==> src/design/ptd_pkg.sv <==
// ----------------------------------------------------------------------------
// ptd_pkg
// Shared types and codes for the periodic task dispatcher.
// ----------------------------------------------------------------------------
package ptd_pkg;

    typedef enum logic [1:0] {
        OP_ADD        = 2'd0,
        OP_SET_ENABLE = 2'd1,
        OP_TICK       = 2'd2,
        OP_REPORT     = 2'd3
    } op_t;

    localparam logic [1:0] KIND_STATUS   = 2'd0;
    localparam logic [1:0] KIND_DISPATCH = 2'd1;
    localparam logic [1:0] KIND_REPORT   = 2'd2;

    localparam logic [1:0] STATUS_OK        = 2'd0;
    localparam logic [1:0] STATUS_FULL      = 2'd1;
    localparam logic [1:0] STATUS_DUPLICATE = 2'd2;
    localparam logic [1:0] STATUS_NOT_FOUND = 2'd3;

    // at most this many dispatches per tick
    localparam int         MAX_OUT   = 16;
    localparam int         OUT_CNT_W = 5;

    typedef struct packed {
        op_t         op;
        logic [7:0]  task_id;
        logic [1:0]  prio;
        logic [31:0] interval;
        logic [31:0] limit;
        logic        enable;
        logic [31:0] now;
        logic [31:0] elapsed;
    } cmd_t;

    typedef struct packed {
        logic [7:0]  id;
        logic [1:0]  prio;
        logic [31:0] interval;
        logic [31:0] limit;
        logic [31:0] last_run;
        logic [31:0] last_exec;
        logic [31:0] max_exec;
        logic [31:0] runs;
        logic [31:0] overruns;
        logic        enabled;
        logic        oflag;
    } entry_t;

    typedef struct packed {
        logic        valid;
        logic [1:0]  kind;
        logic [1:0]  status;
        logic [7:0]  task_id;
        logic [3:0]  slot;
        logic [31:0] run_count;
        logic [31:0] overrun_count;
        logic [31:0] max_exec;
        logic        overrun;
        logic        last;
    } res_t;

endpackage

==> src/design/ptd_front.sv <==
// ----------------------------------------------------------------------------
// ptd_front
// Request intake: hold requests in a two-deep queue.
// ----------------------------------------------------------------------------
module ptd_front (
    input  logic              clk,
    input  logic              rst_n,
    input  logic              push,
    input  ptd_pkg::cmd_t     push_cmd,
    output logic              full,
    input  logic              pop,
    output logic              cmd_valid,
    output ptd_pkg::cmd_t     cmd
);

    ptd_pkg::cmd_t q_reg [2];
    logic [1:0]    cnt_reg, cnt_next;
    logic          rd_reg, rd_next;
    logic          wr_reg, wr_next;
    logic          do_push, do_pop;

    assign full      = (cnt_reg == 2'd2);
    assign cmd_valid = (cnt_reg != 2'd0);
    assign cmd       = q_reg[rd_reg];
    assign do_push   = push && !full;
    assign do_pop    = pop && cmd_valid;

    always_comb
    begin
        cnt_next = cnt_reg;
        rd_next  = rd_reg;
        wr_next  = wr_reg;
        if (do_push)
        begin
            wr_next = ~wr_reg;
        end
        if (do_pop)
        begin
            rd_next = ~rd_reg;
        end
        if (do_push && !do_pop)
        begin
            cnt_next = cnt_reg + 2'd1;
        end
        else if (do_pop && !do_push)
        begin
            cnt_next = cnt_reg - 2'd1;
        end
    end

    always_ff @(posedge clk or negedge rst_n)
    begin
        if (!rst_n)
        begin
            cnt_reg <= 2'd0;
            rd_reg  <= 1'b0;
            wr_reg  <= 1'b0;
        end
        else
        begin
            cnt_reg <= cnt_next;
            rd_reg  <= rd_next;
            wr_reg  <= wr_next;
        end
    end

    always_ff @(posedge clk)
    begin
        if (do_push)
        begin
            q_reg[wr_reg] <= push_cmd;
        end
    end

    a_cnt_range: assert property (@(posedge clk) disable iff (!rst_n)
        cnt_reg <= 2'd2)
        else $error("queue count out of range");
    a_full_holds: assert property (@(posedge clk) disable iff (!rst_n)
        (full && !pop) |=> full)
        else $error("queue lost a request while full");
    a_pop_moves: assert property (@(posedge clk) disable iff (!rst_n)
        (do_pop && !do_push) |=> (cnt_reg == $past(cnt_reg) - 2'd1))
        else $error("pop did not drop a request");

endmodule

==> src/design/ptd_back.sv <==
// ----------------------------------------------------------------------------
// ptd_back
// Execution: task table in memory, scan sequencer and result register.
// ----------------------------------------------------------------------------
module ptd_back #(
    parameter int MAX_TASKS = 16
) (
    input  logic              clk,
    input  logic              rst_n,
    input  logic              cmd_valid,
    input  ptd_pkg::cmd_t     cmd,
    output logic              pop,
    output ptd_pkg::res_t     res
);

    localparam int IW = (MAX_TASKS > 1) ? $clog2(MAX_TASKS) : 1;
    localparam int CW = $clog2(MAX_TASKS + 1);

    typedef enum logic [3:0] {
        ST_IDLE   = 4'b0001,
        ST_SCAN   = 4'b0010,
        ST_DRAIN  = 4'b0100,
        ST_FINISH = 4'b1000
    } state_t;

    state_t                         state_reg, state_next;
    ptd_pkg::cmd_t                  cmd_reg, cmd_next;
    logic [CW-1:0]                  count_reg, count_next;
    logic [IW-1:0]                  idx_reg, idx_next;
    logic [1:0]                     pass_reg, pass_next;
    logic                           rvalid_reg, rvalid_next;
    logic [IW-1:0]                  ridx_reg, ridx_next;
    logic [1:0]                     rpass_reg, rpass_next;
    ptd_pkg::entry_t                rdata_reg;
    logic                           found_reg, found_next;
    logic [IW-1:0]                  fslot_reg, fslot_next;
    ptd_pkg::entry_t                ent_reg, ent_next;
    logic [ptd_pkg::OUT_CNT_W-1:0]  nout_reg, nout_next;
    logic                           pend_reg, pend_next;
    logic [7:0]                     pend_id_reg, pend_id_next;
    logic [IW-1:0]                  pend_slot_reg, pend_slot_next;
    ptd_pkg::res_t                  res_reg, res_next;

    ptd_pkg::entry_t                mem [MAX_TASKS];
    logic                           we, re;
    logic [IW-1:0]                  waddr, raddr;
    ptd_pkg::entry_t                wdata;

    logic                           due, hit_tick, hit_search, last_idx;
    logic                           ofl;
    logic [31:0]                    new_max;

    assign res = res_reg;

    assign last_idx   = (idx_reg == IW'(count_reg - CW'(1)));
    assign due        = ((cmd_reg.now - rdata_reg.last_run) >= rdata_reg.interval);
    assign hit_tick   = rvalid_reg && (cmd_reg.op == ptd_pkg::OP_TICK)
                        && (rdata_reg.prio == rpass_reg) && rdata_reg.enabled && due
                        && (nout_reg != ptd_pkg::OUT_CNT_W'(ptd_pkg::MAX_OUT));
    assign hit_search = rvalid_reg && (cmd_reg.op != ptd_pkg::OP_TICK)
                        && (rdata_reg.id == cmd_reg.task_id);
    assign new_max    = (cmd_reg.elapsed > ent_reg.max_exec) ? cmd_reg.elapsed
                                                              : ent_reg.max_exec;
    assign ofl        = (ent_reg.limit != 32'd0) && (cmd_reg.elapsed > ent_reg.limit);

    always_comb
    begin
        state_next     = state_reg;
        cmd_next       = cmd_reg;
        count_next     = count_reg;
        idx_next       = idx_reg;
        pass_next      = pass_reg;
        rvalid_next    = 1'b0;
        ridx_next      = ridx_reg;
        rpass_next     = rpass_reg;
        found_next     = found_reg;
        fslot_next     = fslot_reg;
        ent_next       = ent_reg;
        nout_next      = nout_reg;
        pend_next      = pend_reg;
        pend_id_next   = pend_id_reg;
        pend_slot_next = pend_slot_reg;
        res_next       = res_reg;
        res_next.valid = 1'b0;
        pop            = 1'b0;
        we             = 1'b0;
        re             = 1'b0;
        waddr          = ridx_reg;
        raddr          = idx_reg;
        wdata          = rdata_reg;

        // evaluate the entry read in the previous cycle
        if (hit_tick)
        begin
            we             = 1'b1;
            wdata.last_run = cmd_reg.now;
            nout_next      = nout_reg + ptd_pkg::OUT_CNT_W'(1);
            if (pend_reg)
            begin
                res_next         = '0;
                res_next.valid   = 1'b1;
                res_next.kind    = ptd_pkg::KIND_DISPATCH;
                res_next.task_id = pend_id_reg;
                res_next.slot    = 4'(pend_slot_reg);
            end
            pend_next      = 1'b1;
            pend_id_next   = rdata_reg.id;
            pend_slot_next = ridx_reg;
        end
        if (hit_search && !found_reg)
        begin
            found_next = 1'b1;
            fslot_next = ridx_reg;
            ent_next   = rdata_reg;
        end

        unique case (state_reg)
            ST_IDLE:
            begin
                if (cmd_valid)
                begin
                    pop        = 1'b1;
                    cmd_next   = cmd;
                    idx_next   = '0;
                    pass_next  = 2'd0;
                    found_next = 1'b0;
                    nout_next  = '0;
                    pend_next  = 1'b0;
                    if (count_reg == CW'(0)
                        || (cmd.op == ptd_pkg::OP_ADD && count_reg == CW'(MAX_TASKS)))
                    begin
                        state_next = ST_FINISH;
                    end
                    else
                    begin
                        state_next = ST_SCAN;
                    end
                end
            end
            ST_SCAN:
            begin
                if (hit_search)
                begin
                    state_next = ST_FINISH;
                end
                else
                begin
                    re          = 1'b1;
                    rvalid_next = 1'b1;
                    ridx_next   = idx_reg;
                    rpass_next  = pass_reg;
                    if (last_idx)
                    begin
                        idx_next = '0;
                        if (cmd_reg.op == ptd_pkg::OP_TICK && pass_reg != 2'd2)
                        begin
                            pass_next = pass_reg + 2'd1;
                        end
                        else
                        begin
                            state_next = ST_DRAIN;
                        end
                    end
                    else
                    begin
                        idx_next = idx_reg + IW'(1);
                    end
                end
            end
            ST_DRAIN:
            begin
                state_next = ST_FINISH;
            end
            ST_FINISH:
            begin
                state_next       = ST_IDLE;
                res_next         = '0;
                res_next.valid   = 1'b1;
                res_next.last    = 1'b1;
                res_next.task_id = cmd_reg.task_id;
                case (cmd_reg.op)
                    ptd_pkg::OP_ADD:
                    begin
                        if (count_reg == CW'(MAX_TASKS))
                        begin
                            res_next.status = ptd_pkg::STATUS_FULL;
                        end
                        else if (found_reg)
                        begin
                            res_next.status = ptd_pkg::STATUS_DUPLICATE;
                        end
                        else
                        begin
                            we             = 1'b1;
                            waddr          = IW'(count_reg);
                            wdata          = '0;
                            wdata.id       = cmd_reg.task_id;
                            wdata.prio     = cmd_reg.prio;
                            wdata.interval = cmd_reg.interval;
                            wdata.limit    = cmd_reg.limit;
                            wdata.enabled  = 1'b1;
                            count_next     = count_reg + CW'(1);
                            res_next.slot  = 4'(count_reg);
                        end
                    end
                    ptd_pkg::OP_SET_ENABLE:
                    begin
                        if (found_reg)
                        begin
                            we            = 1'b1;
                            waddr         = fslot_reg;
                            wdata         = ent_reg;
                            wdata.enabled = cmd_reg.enable;
                            res_next.slot = 4'(fslot_reg);
                        end
                        else
                        begin
                            res_next.status = ptd_pkg::STATUS_NOT_FOUND;
                        end
                    end
                    ptd_pkg::OP_TICK:
                    begin
                        res_next.valid   = pend_reg;
                        res_next.kind    = ptd_pkg::KIND_DISPATCH;
                        res_next.task_id = pend_id_reg;
                        res_next.slot    = 4'(pend_slot_reg);
                    end
                    default:
                    begin
                        if (found_reg)
                        begin
                            we                     = 1'b1;
                            waddr                  = fslot_reg;
                            wdata                  = ent_reg;
                            wdata.last_exec        = cmd_reg.elapsed;
                            wdata.max_exec         = new_max;
                            wdata.oflag            = ofl;
                            wdata.runs             = ent_reg.runs + 32'd1;
                            wdata.overruns         = ent_reg.overruns + 32'(ofl);
                            res_next.kind          = ptd_pkg::KIND_REPORT;
                            res_next.slot          = 4'(fslot_reg);
                            res_next.run_count     = wdata.runs;
                            res_next.overrun_count = wdata.overruns;
                            res_next.max_exec      = new_max;
                            res_next.overrun       = ofl;
                        end
                        else
                        begin
                            res_next.status = ptd_pkg::STATUS_NOT_FOUND;
                        end
                    end
                endcase
            end
            default:
            begin
                state_next = ST_IDLE;
            end
        endcase
    end

    always_ff @(posedge clk or negedge rst_n)
    begin
        if (!rst_n)
        begin
            state_reg  <= ST_IDLE;
            count_reg  <= '0;
            rvalid_reg <= 1'b0;
            res_reg    <= '0;
        end
        else
        begin
            state_reg  <= state_next;
            count_reg  <= count_next;
            rvalid_reg <= rvalid_next;
            res_reg    <= res_next;
        end
    end

    always_ff @(posedge clk)
    begin
        cmd_reg       <= cmd_next;
        idx_reg       <= idx_next;
        pass_reg      <= pass_next;
        ridx_reg      <= ridx_next;
        rpass_reg     <= rpass_next;
        found_reg     <= found_next;
        fslot_reg     <= fslot_next;
        ent_reg       <= ent_next;
        nout_reg      <= nout_next;
        pend_reg      <= pend_next;
        pend_id_reg   <= pend_id_next;
        pend_slot_reg <= pend_slot_next;
    end

    always_ff @(posedge clk)
    begin
        if (we)
        begin
            mem[waddr] <= wdata;
        end
        if (re)
        begin
            rdata_reg <= mem[raddr];
        end
    end

    a_count_max: assert property (@(posedge clk) disable iff (!rst_n)
        count_reg <= CW'(MAX_TASKS))
        else $error("task count above table size");
    a_finish_idle: assert property (@(posedge clk) disable iff (!rst_n)
        (state_reg == ST_FINISH) |=> (state_reg == ST_IDLE))
        else $error("finish did not return to idle");
    a_pop_idle: assert property (@(posedge clk) disable iff (!rst_n)
        pop |-> (state_reg == ST_IDLE))
        else $error("request taken while busy");
    a_nout_max: assert property (@(posedge clk) disable iff (!rst_n)
        nout_reg <= ptd_pkg::OUT_CNT_W'(ptd_pkg::MAX_OUT) || state_reg == ST_IDLE)
        else $error("too many dispatches");

endmodule

==> src/design/periodic_task_dispatcher.sv <==
// ----------------------------------------------------------------------------
// periodic_task_dispatcher
// Periodic task table with add, enable, tick dispatch and run reporting.
// ----------------------------------------------------------------------------
// Add/set-enable/report read the table slot by slot to the matching slot;
// a tick reads the table once per priority 0 to 2, one table read per
// cycle. Throughput: one request per scan; the table memory's single read
// port sets the pace. Two requests may queue while one is carried out.
// Reset clears the task count, state and result register; table contents
// are kept undefined until written by an add. Results cannot be stalled.
// ----------------------------------------------------------------------------
module periodic_task_dispatcher #(
    parameter int MAX_TASKS = 16
) (
    input  logic        clk,
    input  logic        rst_n,
    input  logic        start,
    output logic        busy,
    input  logic [1:0]  op,
    input  logic [7:0]  task_id,
    input  logic [1:0]  priority_req,
    input  logic [31:0] interval_ms,
    input  logic [31:0] overrun_limit_us,
    input  logic        enable,
    input  logic [31:0] now_ms,
    input  logic [31:0] elapsed_us,
    output logic        strobe,
    output logic [1:0]  kind,
    output logic [1:0]  status,
    output logic [7:0]  out_task_id,
    output logic [3:0]  slot,
    output logic [31:0] run_count,
    output logic [31:0] overrun_count,
    output logic [31:0] max_exec_us,
    output logic        overrun,
    output logic        last
);

    ptd_pkg::cmd_t in_cmd, q_cmd;
    ptd_pkg::res_t res;
    logic          q_valid, q_pop;

    // pack the request fields
    always_comb
    begin
        in_cmd          = '0;
        in_cmd.op       = ptd_pkg::op_t'(op);
        in_cmd.task_id  = task_id;
        in_cmd.prio     = priority_req;
        in_cmd.interval = interval_ms;
        in_cmd.limit    = overrun_limit_us;
        in_cmd.enable   = enable;
        in_cmd.now      = now_ms;
        in_cmd.elapsed  = elapsed_us;
    end

    // hold requests while the back end scans
    ptd_front u_front (
        .clk       (clk),
        .rst_n     (rst_n),
        .push      (start),
        .push_cmd  (in_cmd),
        .full      (busy),
        .pop       (q_pop),
        .cmd_valid (q_valid),
        .cmd       (q_cmd)
    );

    // advance through the table and drive the result register
    ptd_back #(
        .MAX_TASKS (MAX_TASKS)
    ) u_back (
        .clk       (clk),
        .rst_n     (rst_n),
        .cmd_valid (q_valid),
        .cmd       (q_cmd),
        .pop       (q_pop),
        .res       (res)
    );

    assign strobe        = res.valid;
    assign kind          = res.kind;
    assign status        = res.status;
    assign out_task_id   = res.task_id;
    assign slot          = res.slot;
    assign run_count     = res.run_count;
    assign overrun_count = res.overrun_count;
    assign max_exec_us   = res.max_exec;
    assign overrun       = res.overrun;
    assign last          = res.last;

endmodule
==> config.mk <==
export PLATFORM = sky130hd
export DESIGN_NAME = periodic_task_dispatcher
export DESIGN_NICKNAME = d
export VERILOG_FILES = /design/src/design/ptd_pkg.sv /design/src/design/ptd_front.sv /design/src/design/ptd_back.sv /design/src/design/periodic_task_dispatcher.sv
export SDC_FILE = /design/constraint.sdc
export NUM_CORES = 2
export LEC_CHECK = 0
export ABC_AREA = 1
export BUFFER_PORTS_ARGS = -buffer_cell sky130_fd_sc_hd__buf_2
export CAP_MARGIN = 0
export CORE_MARGIN = 4
export CORE_UTILIZATION = 50
export DETAILED_ROUTE_END_ITERATION = 16
export GPL_TIMING_DRIVEN = 0
export PLACE_DENSITY_LB_ADDON = 0.15
export SLEW_MARGIN = 10
export SYNTH_ARGS = -nofsm -noshare
export SYNTH_HDL_FRONTEND = slang
export SYNTH_HIERARCHICAL = 1
export SYNTH_SLANG_ARGS = --single-unit
==> constraint.sdc <==
create_clock -name clk -period 21.1 [get_ports clk]
set_input_delay 4.22 -clock clk [delete_from_list [all_inputs] [get_ports clk]]
set_output_delay 4.22 -clock clk [all_outputs]
set_load 0.02 [all_outputs]
Word level (Yosys, flattened, before mapping):

Memories as Yosys holds them, arrays and structs flattened. A register that Yosys moved wholly into a read port is not among the register bits.
Cells that the tools add are included.

* register bits: 541
* bits in latches: 0
* bits in writable memories: 4058
* memory bits (read-only): 0
* input port bits: 144
* output and inout port bits: 116
* word-level logic and storage cells: 192
* memories kept: 2

* add/sub/neg operators: 10
* multipliers: 0
* div/mod/pow operators: 0
* order comparisons: 3
* equal/unequal tests: 20
* shift-type cells: 0
* multiplexer cells: 69
* bitwise operators: 5
* reductions and logical operators: 38

Memory list
* u_back.mem: words 16, bits a word 236, rd ports 1, clocked after memory_dff 1, write ports 1, RTL line ptd_back.sv:44 `ptd_pkg::entry_t mem [MAX_TASKS];`
* u_front.q_reg: words 2, bits a word 141, rd ports 1, clocked after memory_dff 0, write ports 1, RTL line ptd_front.sv:16 `ptd_pkg::cmd_t q_reg [2];`

Operators by type and width (count)
* $mux 236: 5
* $pmux 236 s3: 1
* $mux 115: 3
* $mux 101: 1
* $mux 97: 1
* $gt 32x32->1: 2
* $mux 32: 2
* $mux 4: 15
* $add 32x1->32: 1
* $add 32x1->32 const B: 1
* $ge 32x32->1: 1
* $reduce_bool 32->1: 1
* $sub 32x32->32: 1
* $pmux 4 s3: 2
* $mux 1: 20
* $mux 2: 9
* $pmux 4 s2: 2
* $logic_and 1x1->1: 15
* $mux 5: 3
* $pmux 2 s2: 3
* $add 5x1->5 const B: 2
* $reduce_bool 2->1: 5
* $eq 8x8->1: 1
* $mux 8: 1
* 30 further kinds: 47

Depth between registers and ports, before layout:

* depth after elaboration: 13
* gate-level depth with buffers: 26
* depth with buffers taken out: 26

Hierarchy:

Netlist, hierarchy kept.

Modules (own cells, without submodules)
* ptd_back: times used 1, cells an instance 12493, area an instance 159003.7 um2, seq. area each 118069.5 um2
* ptd_front: times used 1, cells an instance 768, area an instance 10503.8 um2, seq. area each 8568.2 um2

Least setup slack after synthesis:

OpenSTA, ideal clock, no wires.

* path type: register to register
* from: register u_back.found_reg
* to: register u_back/ent_reg[10] in the netlist's numbering, enable pin
* setup time: 1.028 ns
* arrival time: 14.825 ns
* required time: 20.072 ns
* path slack: 5.248 ns
* stages on the path, launching flop included: 5
* path buffers: 3
* clock period less this slack: 15.852 ns
* cells stage by stage: dfxtp_1 buf_2 clkbuf_1 clkbuf_1 nor3_1

* longest elaborated chain between the ends: 2

RTL lines
* start: declaration: RTL line ptd_back.sv:35 `logic found_reg, found_next;`
* start signal: assignment: RTL line ptd_back.sv:286 `found_reg <= found_next;`
* $logic_not 1->1: RTL line ptd_back.sv:110 `if (hit_search && !found_reg)`
* $logic_and 1x1->1: RTL line ptd_back.sv:110
* end signal: assignment: RTL line ptd_back.sv:288 `ent_reg <= ent_next;`
* end: declaration: RTL line ptd_back.sv:37 `ptd_pkg::entry_t ent_reg, ent_next;`

Every way passes these cells.
A chain may end at the register's enable or synchronous reset.

Worst setup path in the final report:

* from: register u_back/cmd_reg[32] in the netlist's numbering
* to: memory u_back/mem[7][151] in the netlist's numbering, enable pin

* longest elaborated chain between the ends: 11
* elaborated cells between the ends (all ways): 12
* those cells by class: add/sub: 1; order compare: 1; mux: 8; reduce/logical: 2

RTL lines
* start: declaration: RTL line ptd_back.sv:27 `ptd_pkg::cmd_t cmd_reg, cmd_next;`
* start signal: assignment: RTL line ptd_back.sv:281 `cmd_reg <= cmd_next;`
* $sub 32x32->32 *: RTL line ptd_back.sv:56 `assign due = ((cmd_reg.now - rdata_reg.last_run) >= rdata_reg.interval);`
* $ge 32x32->1 *: RTL line ptd_back.sv:56
* $logic_and 1x1->1 *: RTL line ptd_back.sv:58 `&& (rdata_reg.prio == rpass_reg) && rdata_reg.enabled && due`
* $logic_and 1x1->1 *: RTL line ptd_back.sv:59 `&& (nout_reg != ptd_pkg::OUT_CNT_W'(ptd_pkg::MAX_OUT));`
* $mux 1 *: RTL line ptd_back.sv:93 `if (hit_tick)`
* $mux 1: RTL line ptd_back.sv:188 `else if (found_reg)`
* $mux 1: RTL line ptd_back.sv:184 `if (count_reg == CW'(MAX_TASKS))`
* $pmux 1 s2: RTL line ptd_back.sv:181 `case (cmd_reg.op)`
* $mux 1 *: RTL line ptd_back.sv:117 `unique case (state_reg)`
* $mux 1 *: RTL line ptd_back.sv:297 `if (we)`
* $mux 1 (implied by the code) *: RTL line ptd_back.sv:299 `mem[waddr] <= wdata;`
* end: declaration: RTL line ptd_back.sv:44

Every way passes the cells marked *; elsewhere a longest branch is shown, timed or not.

==> metrics.txt <==
maxcap violations=0; Max Slew Vio Count=0; critical path peak fanout=23; mapped cell area=170,000 sq um; drt wl/cell=approximately 31 um; WL final=600,000 um; CP startpoint kind=flop; post-route clock skew=about 0.067 ns; CP max stage cell=nand2_1; largest net degree at the start of global routing=98; synth cell count leaders=4,105 x edfxtp_1, 2,135 x nor2_1, 2,052 x o21ai_0; top-area cell type share of the netlist area=0.727; Post-CTS Resized=0; CP top delay family=simple AND/OR/NAND/NOR gates; CTS max path bufs=4; DRC Markers=0; Synthesized Nets=between 10,000 and 15,000; Tot Pwr=0.0281 W; CP Capture Type=flop; vias in the first global route=between 100k and 150k; Worst path most repeated cell=nand2_1; count of different cell masters after synthesis=49; via count=119,000; initial antenna violation count=57; first-pass GRT wire length=835,000 um; fraction of registers with async set/reset=0.0304; clk slew on worst S/H paths=0.06 ns; minimum clock period=8.25 ns; area grow syn2layout=16.1%; count of buffer and inverter cells on the critical path=8; final number of setup-violating endpoints=0; Fmax=about 120 MHz; I/O pin cnt=260; Tcrit/Tclk final=0.391; total number of yosys warnings=6; Final HPWL DP=444,000 um; proportion of layout cells with a drive suffix above 1=0.0951; clock sink total=approximately 4,200; Hold Fails Final Rpt=0; Synth Instances=13,300; later-pin clock latency in the skew report=between 1 and 1.5 ns; IO buf count=259; total track usage=0.336; drt via density=a little over 6; gp weighted congestion=0.937; CP max stage delay=0.87 ns; Starting DRT DRC Count=17,700; H-tree depth=5; CP Class=flop to flop; CTS root buf=clkbuf_16; synth top area cells=edfxtp_1 73%, o21ai_0 6.1%, nor2_1 4.7%, o22ai_1 3.5%, nand2_1 3.1%; #FFs+latches synth=4,241; GR Overflow Total=0; dominant synthesized flop cell=edfxtp_1; number of flip-flops under the largest register name=3,248; Hold Buf Count CTS=0; RSZ-0062 raised after global routing=false; P_leak=67.2 nW; Placeable Area=337,000 sq um; total CTS buffers=431; Site Rows=213; Die Span Y=590 um; Worst VDD drop=0.0946 mV; register area share after synthesis=0.747; CTS tree=done; Slew HR=0.0525; average size of a mapped cell=12.8 sq um; Post-synth EDFFs=4,105; register-to-register setup slack=12.85 ns; TritonRoute pass-1 iters=7; initial core utilization=0.503; Cell Pwr Density=143 nW/um^2; fin nets=14,500; setup TNS=0 ns; Tightest Pin Transition=1.42 ns; area leader, netlist=edfxtp_1; count leader, synth=edfxtp_1; die area=348,000 sq um; setup repair bufs after CTS=0; min-delay worst type=flop to flop; outcome=completed; ANT nets after route=0; Critical Path AT=8.94 ns; CP required=21.79 ns; die width=590 um
[layer usage]
metal  vias up  wire length (um)  global-route usage
met3      1351             67700              0.0712
met5         -                32                   0
met1     59200            220000               0.442
met2      7627            272000               0.519
met4         4             39900               0.195
li1      51000                 -                   -
[placed cells by master, fill, tap and decap left out, types with 147 or more instances in the layout]
master	instances
edfxtp_1	4105
nor2_1	2115
o21ai_0	2044
nand2_1	1406
o22ai_1	958
clkbuf_1	779
clkbuf_16	441
inv_1	347
nand3_1	341
buf_2	314
a21oi_1	258
buf_12	178
a22oi_1	147
[kinds of logic after synthesis]
family	after synthesis	share of synthesized area
AOI/OAI and AO/OA	3587	0.118
xor gates and xnor gates	70	0.00362
DFF	4241	0.747
adders and majority gates	139	0.0103
buffers and inverters	1200	0.0275
and+or+nand+nor	4024	0.0938
[per-stage QoR]
stage / setup slack, ns / instance area [sq um] / hold WS [ns] / cells / utilization
2_1_floorplan: 5.25 / 170000 / 0.424 / 13300 / -
3_3_place_gp: -7.12 / 176000 / 0.433 / 18000 / 0.523
3_5_place_dp: 13.01 / 182000 / 0.435 / 18300 / 0.541
4_1_cts: 12.99 / 196000 / 0.446 / 19100 / 0.582
5_1_grt: 12.52 / 197000 / 0.455 / 19100 / 0.583
6_report: 12.85 / 197000 / 0.445 / 19200 / 0.584
[where the power goes]
group	total [W]	switching, W	internal, W
registers	0.0108	0.000431	0.0104
clock network	0.00764	0.00326	0.00439
logic	0.00964	0.00730	0.00235
total	0.0281	0.0110	0.0171
[worst paths after layout]
path | start | to | cells past startpoint
setup reg to reg | u_back/cmd_reg[32] | u_back/mem[7][151] | 28
hold reg to reg | u_back/rdata_reg[2] | u_back/ent_reg[2] | 0
setup / recovery | u_back/cmd_reg[32] | u_back/mem[7][151] | 28
min in group asynchronous | rst_n | u_back/res[55] | 1
hold / removal | u_back/rdata_reg[2] | u_back/ent_reg[2] | 0
max in group asynchronous | rst_n | u_front/cnt_reg[0] | 2
[cell type report]
class / count / area, sq um
Antenna cell: 47 / 118
Clock buffer: 532 / 11400
Fill cell: 26500 / 140000
Timing Repair Buffer: 562 / 7000
Buffer: 842 / 3380
Sequential cell: 4241 / 127000
Clock inverter: 262 / 2610
Inverter: 358 / 1360
Multi-Input combinational cell: 7820 / 38600
Tap cell: 4515 / 5650
Power figures use the tool's default switching activity.
